===== src/sv/lld3_pkg.sv =====
package lld3_pkg;

  localparam int GAP_BITS = 24;
  localparam int TOL_BITS = 16;
  localparam logic [TOL_BITS-1:0] TOL_RESET = 16'd16;
  localparam int NUM_FIELDS = 12;

endpackage


===== src/sv/lld3_select.sv =====
module lld3_select #(
  parameter int CW = 16,
  parameter int FRAC = 8,
  parameter int RW = 114,
  parameter int DENW = 67
) (
  input  logic                                clk,
  input  logic                                rst,
  input  logic                                en,
  input  logic [lld3_pkg::TOL_BITS-1:0]       tol,
  input  logic                                in_valid,
  input  logic signed [4*CW+3:0]              det,
  input  logic signed [3*CW+2:0]              p,
  input  logic signed [4*CW+3:0]              cq [3],
  input  logic signed [2*CW+3:0]              usum,
  input  logic signed [2*CW+1:0]              a,
  output logic                                out_valid,
  output logic                                out_par,
  output logic [RW-1:0]                       num,
  output logic [DENW-1:0]                     den
);

  localparam int PPW = 3 * CW + 3;
  localparam int SQW = 4 * CW + 4;
  localparam int TSH = 3 * FRAC;
  localparam int TCW = (DENW > lld3_pkg::TOL_BITS + TSH ? DENW : lld3_pkg::TOL_BITS + TSH) + 1;
  localparam int H = (PPW + 1) / 2;
  localparam int HI = PPW - H;

  logic [TCW-1:0] det_c, tol_c;
  logic [PPW-1:0] pm;

  assign det_c = TCW'(det[DENW-1:0]);
  assign tol_c = TCW'(tol) << TSH;
  assign pm = p[PPW-1] ? PPW'(-p) : PPW'(p);

  logic                 v5, par5, az5;
  logic [DENW-1:0]      a5, det5;
  logic [2*HI-1:0]      hh;
  logic [HI+H-1:0]      hl;
  logic [2*H-1:0]       ll;
  logic signed [SQW+1:0] csum;
  logic signed [2*CW+3:0] us5;

  always_ff @(posedge clk) begin
    if (rst) begin
      v5 <= 1'b0;
      out_valid <= 1'b0;
    end else if (en) begin
      v5 <= in_valid;
      out_valid <= v5;
    end
  end

  always_ff @(posedge clk) begin
    if (en) begin
      par5 <= det_c <= tol_c;
      az5 <= a == '0;
      a5 <= DENW'($unsigned(a));
      det5 <= det[DENW-1:0];
      hh <= pm[PPW-1:H] * pm[PPW-1:H];
      hl <= pm[PPW-1:H] * pm[H-1:0];
      ll <= pm[H-1:0] * pm[H-1:0];
      csum <= (SQW+2)'(cq[0]) + (SQW+2)'(cq[1]) + (SQW+2)'(cq[2]);
      us5 <= usum;

      out_par <= par5;
      if (par5) begin
        if (az5) begin
          num <= RW'($unsigned(us5));
          den <= DENW'(1);
        end else begin
          num <= RW'($unsigned(csum));
          den <= a5;
        end
      end else begin
        num <= (RW'(hh) << (2*H)) + (RW'(hl) << (H+1)) + RW'(ll);
        den <= det5;
      end
    end
  end

endmodule


===== config.mk =====
export PLATFORM = sky130hd
export DESIGN_NAME = lld3_select
export DESIGN_NICKNAME = d
export VERILOG_FILES = /design/src/sv/lld3_pkg.sv /design/src/sv/lld3_select.sv
export SDC_FILE = /design/constraint.sdc
export NUM_CORES = 2
export LEC_CHECK = 0
export BUFFER_PORTS_ARGS = -buffer_cell sky130_fd_sc_hd__buf_2
export CORE_ASPECT_RATIO = 0.75
export CORE_MARGIN = 2
export CORE_UTILIZATION = 55
export DETAILED_ROUTE_END_ITERATION = 8
export GPL_TIMING_DRIVEN = 0
export HOLD_SLACK_MARGIN = 0.1
export PLACE_DENSITY_LB_ADDON = 0.08
export SETUP_SLACK_MARGIN = 0.2
export SKIP_CTS_REPAIR_TIMING = 1
export SLEW_MARGIN = 20
export SYNTH_ARGS = -nofsm -noshare
export SYNTH_HDL_FRONTEND = slang
export SYNTH_SLANG_ARGS = --single-unit

===== constraint.sdc =====
create_clock -name clk -period 16.13 [get_ports clk]
set_clock_uncertainty 0.2 [all_clocks]
set_input_delay 3.226 -clock clk [delete_from_list [all_inputs] [get_ports clk]]
set_output_delay 3.226 -clock clk [all_outputs]
set_load 0.1 [all_outputs]

After elaboration in Yosys (flattened, before gate mapping)
Index checks and enable logic that the tools add are counted.
{ "word_totals": {"in_bits": 413, "reg_bits": 546, "out_inout_bits": 183, "wordCells": 29} }
{ "classes": {"reduce_logical": 1, "n_lt_le_gt_ge": 1, "n_mul": 3, "n_mux": 5, "add_sub_neg": 5} }
{ "op_table": {"columns": ["operator", "n"], "rows": [
  ["114-bit two-way mux", 1],
  ["103-bit by 52-bit adder with 104-bit output", 1],
  ["102-bit by 78-bit adder with 103-bit output", 1],
  ["69-bit by 68-bit adder with 70-bit output", 1],
  ["70-bit two-way mux", 1],
  ["68-bit by 68-bit adder with 69-bit output", 1],
  ["67-bit by 40-bit less-or-equal comparator with 1-bit output", 1],
  ["67-bit two-way mux", 1],
  ["26-bit by 26-bit multiplier with 52-bit output", 1],
  ["25-bit by 26-bit multiplier with 51-bit output", 1],
  ["51-bit two-way mux", 1],
  ["51-bit negation", 1],
  ["25-bit by 25-bit multiplier with 50-bit output", 1],
  ["34-bit logical NOT", 1],
  ["34-bit two-way mux", 1]
]} }

Depth between registers and ports, before layout
{ "depth": {"ltp_word": 3, "mapped_depth": 38, "depth_no_buf": 36} }

Worst setup path after synthesis
No wires, ideal clock.
{ "synth_path": {"path_type": "in2reg", "startpoint": "input port p[0]", "endpoint": "register hl[46], data pin", "setup_time_ns": 0.264, "slack_ns": 3.152, "path_buffers": 3, "cell_stages": 35, "t_arrival_ns": 12.513, "path_cell_list": "clkbuf_1 > inv_2 > buf_1 > ha_1 > nand3_1 > or3_1 > or4_1 > o41ai_2 > xor2_1 > clkbuf_1 > nor2_1 > fa_1 > fa_1 > inv_1 > fa_1 > inv_1 > fa_1 > inv_1 > fa_1 > inv_1 > fa_1 > inv_1 > fa_1 > inv_1 > ha_1 > and4_1 > o2111a_1 > o41ai_1 > a211oi_1 > a21oi_1 > o21ai_0 > a31oi_1 > o41ai_1 > a21oi_1 > xnor2_1"} }
{ "synth_via": {"elab_chain_len": 3} }
{ "synth_lines": {"columns": ["item", "line_no", "text"], "rows": [
  ["start, declared", "lld3_select.sv:13", "input logic signed [3*CW+2:0] p,"],
  ["51-bit negation", "lld3_select.sv:35", "assign pm = p[PPW-1] ? PPW'(-p) : PPW'(p);"],
  ["51-bit two-way mux *", "lld3_select.sv:35", null],
  ["25-bit by 26-bit multiplier with 51-bit output *", "lld3_select.sv:62", "hl <= pm[PPW-1:H] * pm[H-1:0];"],
  ["end signal, assigned", "lld3_select.sv:62", null],
  ["end, declared", "lld3_select.sv:40", "logic [HI+H-1:0] hl;"]
]} }
Mark *: on every way between the ends. The rest lies on a longest branch, timed or not.
A chain may end at the register's enable or synchronous reset.

Worst setup path in the final report
{ "layout_path": {"startpoint": "input port p[0]", "endpoint": "register hl[45], data pin"} }
The elaborated chain is that of the path after synthesis.

==> results_dict.tcl <==
set metrics [dict create \
    avgSynthCellArea_um2 9.67 \
    hpwl_mm 254 \
    core_um2 153000 \
    end_kind "flop" \
    routabilityCongestion 1.04 \
    ys_ff_latch 533 \
    fmax_mhz 62.6 \
    hold_viol 0 \
    layout_min_cycle_time_ns 15.97 \
    die_h_um 344 \
    crit_fanout 11 \
    synth_edf_count 531 \
    cts.sinks 533 \
    drc 0 \
    post_synth_inst_count 8777 \
    cts.path.max_buffers 3 \
    cts_buffers 57 \
    worst-setup-path-type "input port to flop" \
    hold_path_class "flop to flop" \
    cpPeakStageDelay_ns 1.01 \
    cts_tree "done" \
    overflow 0 \
    root_buffer "clkbuf_16" \
    outcome "finished clean" \
    grt_max_degree 104 \
    area_delta_synth_final_pct 9.77 \
    drt_iter0_drc 7845 \
    drive_above_1_share_pct 9.31 \
    relSlewSlack_pct 7.32 \
    io_buffers 583 \
    synth_warnings 0 \
    pin_count 596 \
    grt_pass1_vias 68000 \
    routed_wl_mm 313 \
    cts.clk_slew.worst_paths_ns 0.06 \
    crit_slowest_cell "xnor2_1" \
    postRouteAntennaNets 0 \
    die_w_um 458 \
    avgRoutedWirePerCell_um 27.0 \
    pre_cts_ws_ns -1.84 \
    num_rows 124 \
    start_util_pct 55.5 \
    setup_violations 0 \
    tightest_slew_ns 1.39 \
    crit_top_cell "fa_1" \
    setup_tns_ns 0 \
    dieArea_um2 158000 \
    firstDrtPassIters 7 \
    ys_types 83 \
    cts_max_level 2 \
    crit_required_ns 16.33 \
    fin_nets 12200 \
    vias 67100 \
    grt_use_total_pct 40.0 \
    async_flop_share_pct 0 \
    antenna_found_initial 40 \
    ys_seq_area_share_pct 18.8 \
    drv_cap 0 \
    syn_area_um2 84900 \
    synthFlopType "edfxtp_1" \
    worst_setup_path_start_kind "input port" \
    rsz0062_at_grt "false" \
    layout_common_cells "inv_1, fa_1, nor2_1" \
    viasPerCell 5.80 \
    whs_ns 0.250 \
    layout_setup_ws_ns 0.156 \
    clk_latency_ns 0.69 \
    critPathArrivalTime_ns 16.17 \
    fin_crit_sh_pct 99.0 \
    drv_slew 0 \
    final_common_cell "inv_1" \
    grt_pass1_wl_mm 453 \
]
==> worst max-delay path: cells and delay by family <==
family                     cells  cell delay, ns
AOI/OAI and AO/OA              5            1.74
xor gates and xnor gates       2            1.55
adders and majority gates      9            4.46
buffers and inverters          8            3.34
and+or+nand+nor                7            1.78
==> stage by stage <==
step | util [%] | cell area [µm²] | instances
global route | 60.9 | 93100 | 11500
detailed placement | 59.6 | 91100 | 11400
global placement | 59.2 | 90500 | 11400
CTS | 60.8 | 93000 | 11500
floorplan | - | 85000 | 8819
finish | 61.0 | 93200 | 11600
==> worst paths after layout <==
check,start,endpoint,slack [ns],cells after the start
setup / recovery,p[0],hl[45],0.16,31
setup reg to reg,ll[28],num[87],11.50,12
hold / removal,par5,out_par,0.25,0
hold reg to reg,par5,out_par,0.25,0
==> layout make-up <==
class	instances	area [µm²]
Buffer	353	1510
Inverter	2045	7680
Clock inverter	38	415
Antenna cell	18	45.0
Timing Repair Buffer	603	3250
Clock buffer	67	1460
Tap cell	2016	2520
Fill cell	13300	59600
Sequential cell	533	16000
Multi-Input combinational cell	5888	60300
==> routing by layer <==
metal	up-vias	GRT usage (%)	share of wire, %
li1	28600	-	-
met1	33200	54.9	40
met2	4347	55.2	40
met3	828	18.5	15
met4	54	15.1	4.7
met5	-	1.72	0.28
==> cell usage after synthesis, types with 13 or more instances <==
cell,number,share of area [%]
buf_1,20,0.088
nand3_1,81,0.48
nor2_1,849,3.8
o41ai_1,15,0.15
a31oi_1,37,0.27
xnor2_1,189,2.0
o21bai_1,31,0.27
o21a_1,36,0.32
or4_1,16,0.14
or3_1,19,0.14
nor3_1,37,0.22
and2_1,30,0.22
clkbuf_1,309,1.4
nor2b_1,78,0.57
xor2_1,131,1.4
nor4_1,41,0.30
inv_1,2023,8.9
ha_1,689,10
nand2_1,838,3.7
edfxtp_1,531,19
o21ai_0,206,1.2
nand4_1,81,0.60
a21boi_0,13,0.11
o31ai_1,33,0.29
o211ai_1,22,0.19
a21oi_1,313,1.8
buf_4,13,0.11
mux2i_1,39,0.46
a22o_1,35,0.36
and3_1,29,0.21
a21o_1,172,1.5
fa_1,1601,38
a211oi_1,24,0.21
nand2b_1,30,0.22
==> flip-flops by register name, summed over array words and instances, names as in the netlist <==
signal     flops
a5            34
az5            1
csum          70
den           67
det5          67
hh            49
hl            51
ll            51
num          103
out_par        1
out_valid      1
par5           1
us5           36
v5             1
==> kinds of logic (layout without fill, tap and decap cells) <==
group                      after synthesis  after routing  share of synthesized area, %
AOI/OAI and AO/OA                     1017           1017                          7.65
xor gates and xnor gates               323            323                          3.36
adders and majority gates             2290           2290                          47.9
buffers and inverters                 2398           3106                          10.7
DFF                                    533            533                          18.8
muxes                                   50             50                         0.606
other                                    2             62                       0.00885
and+or+nand+nor                       2164           2164                          11.0
Power is not shown: default switching activity piles up to over one toggle a cycle in this logic, so the estimate is an artifact.
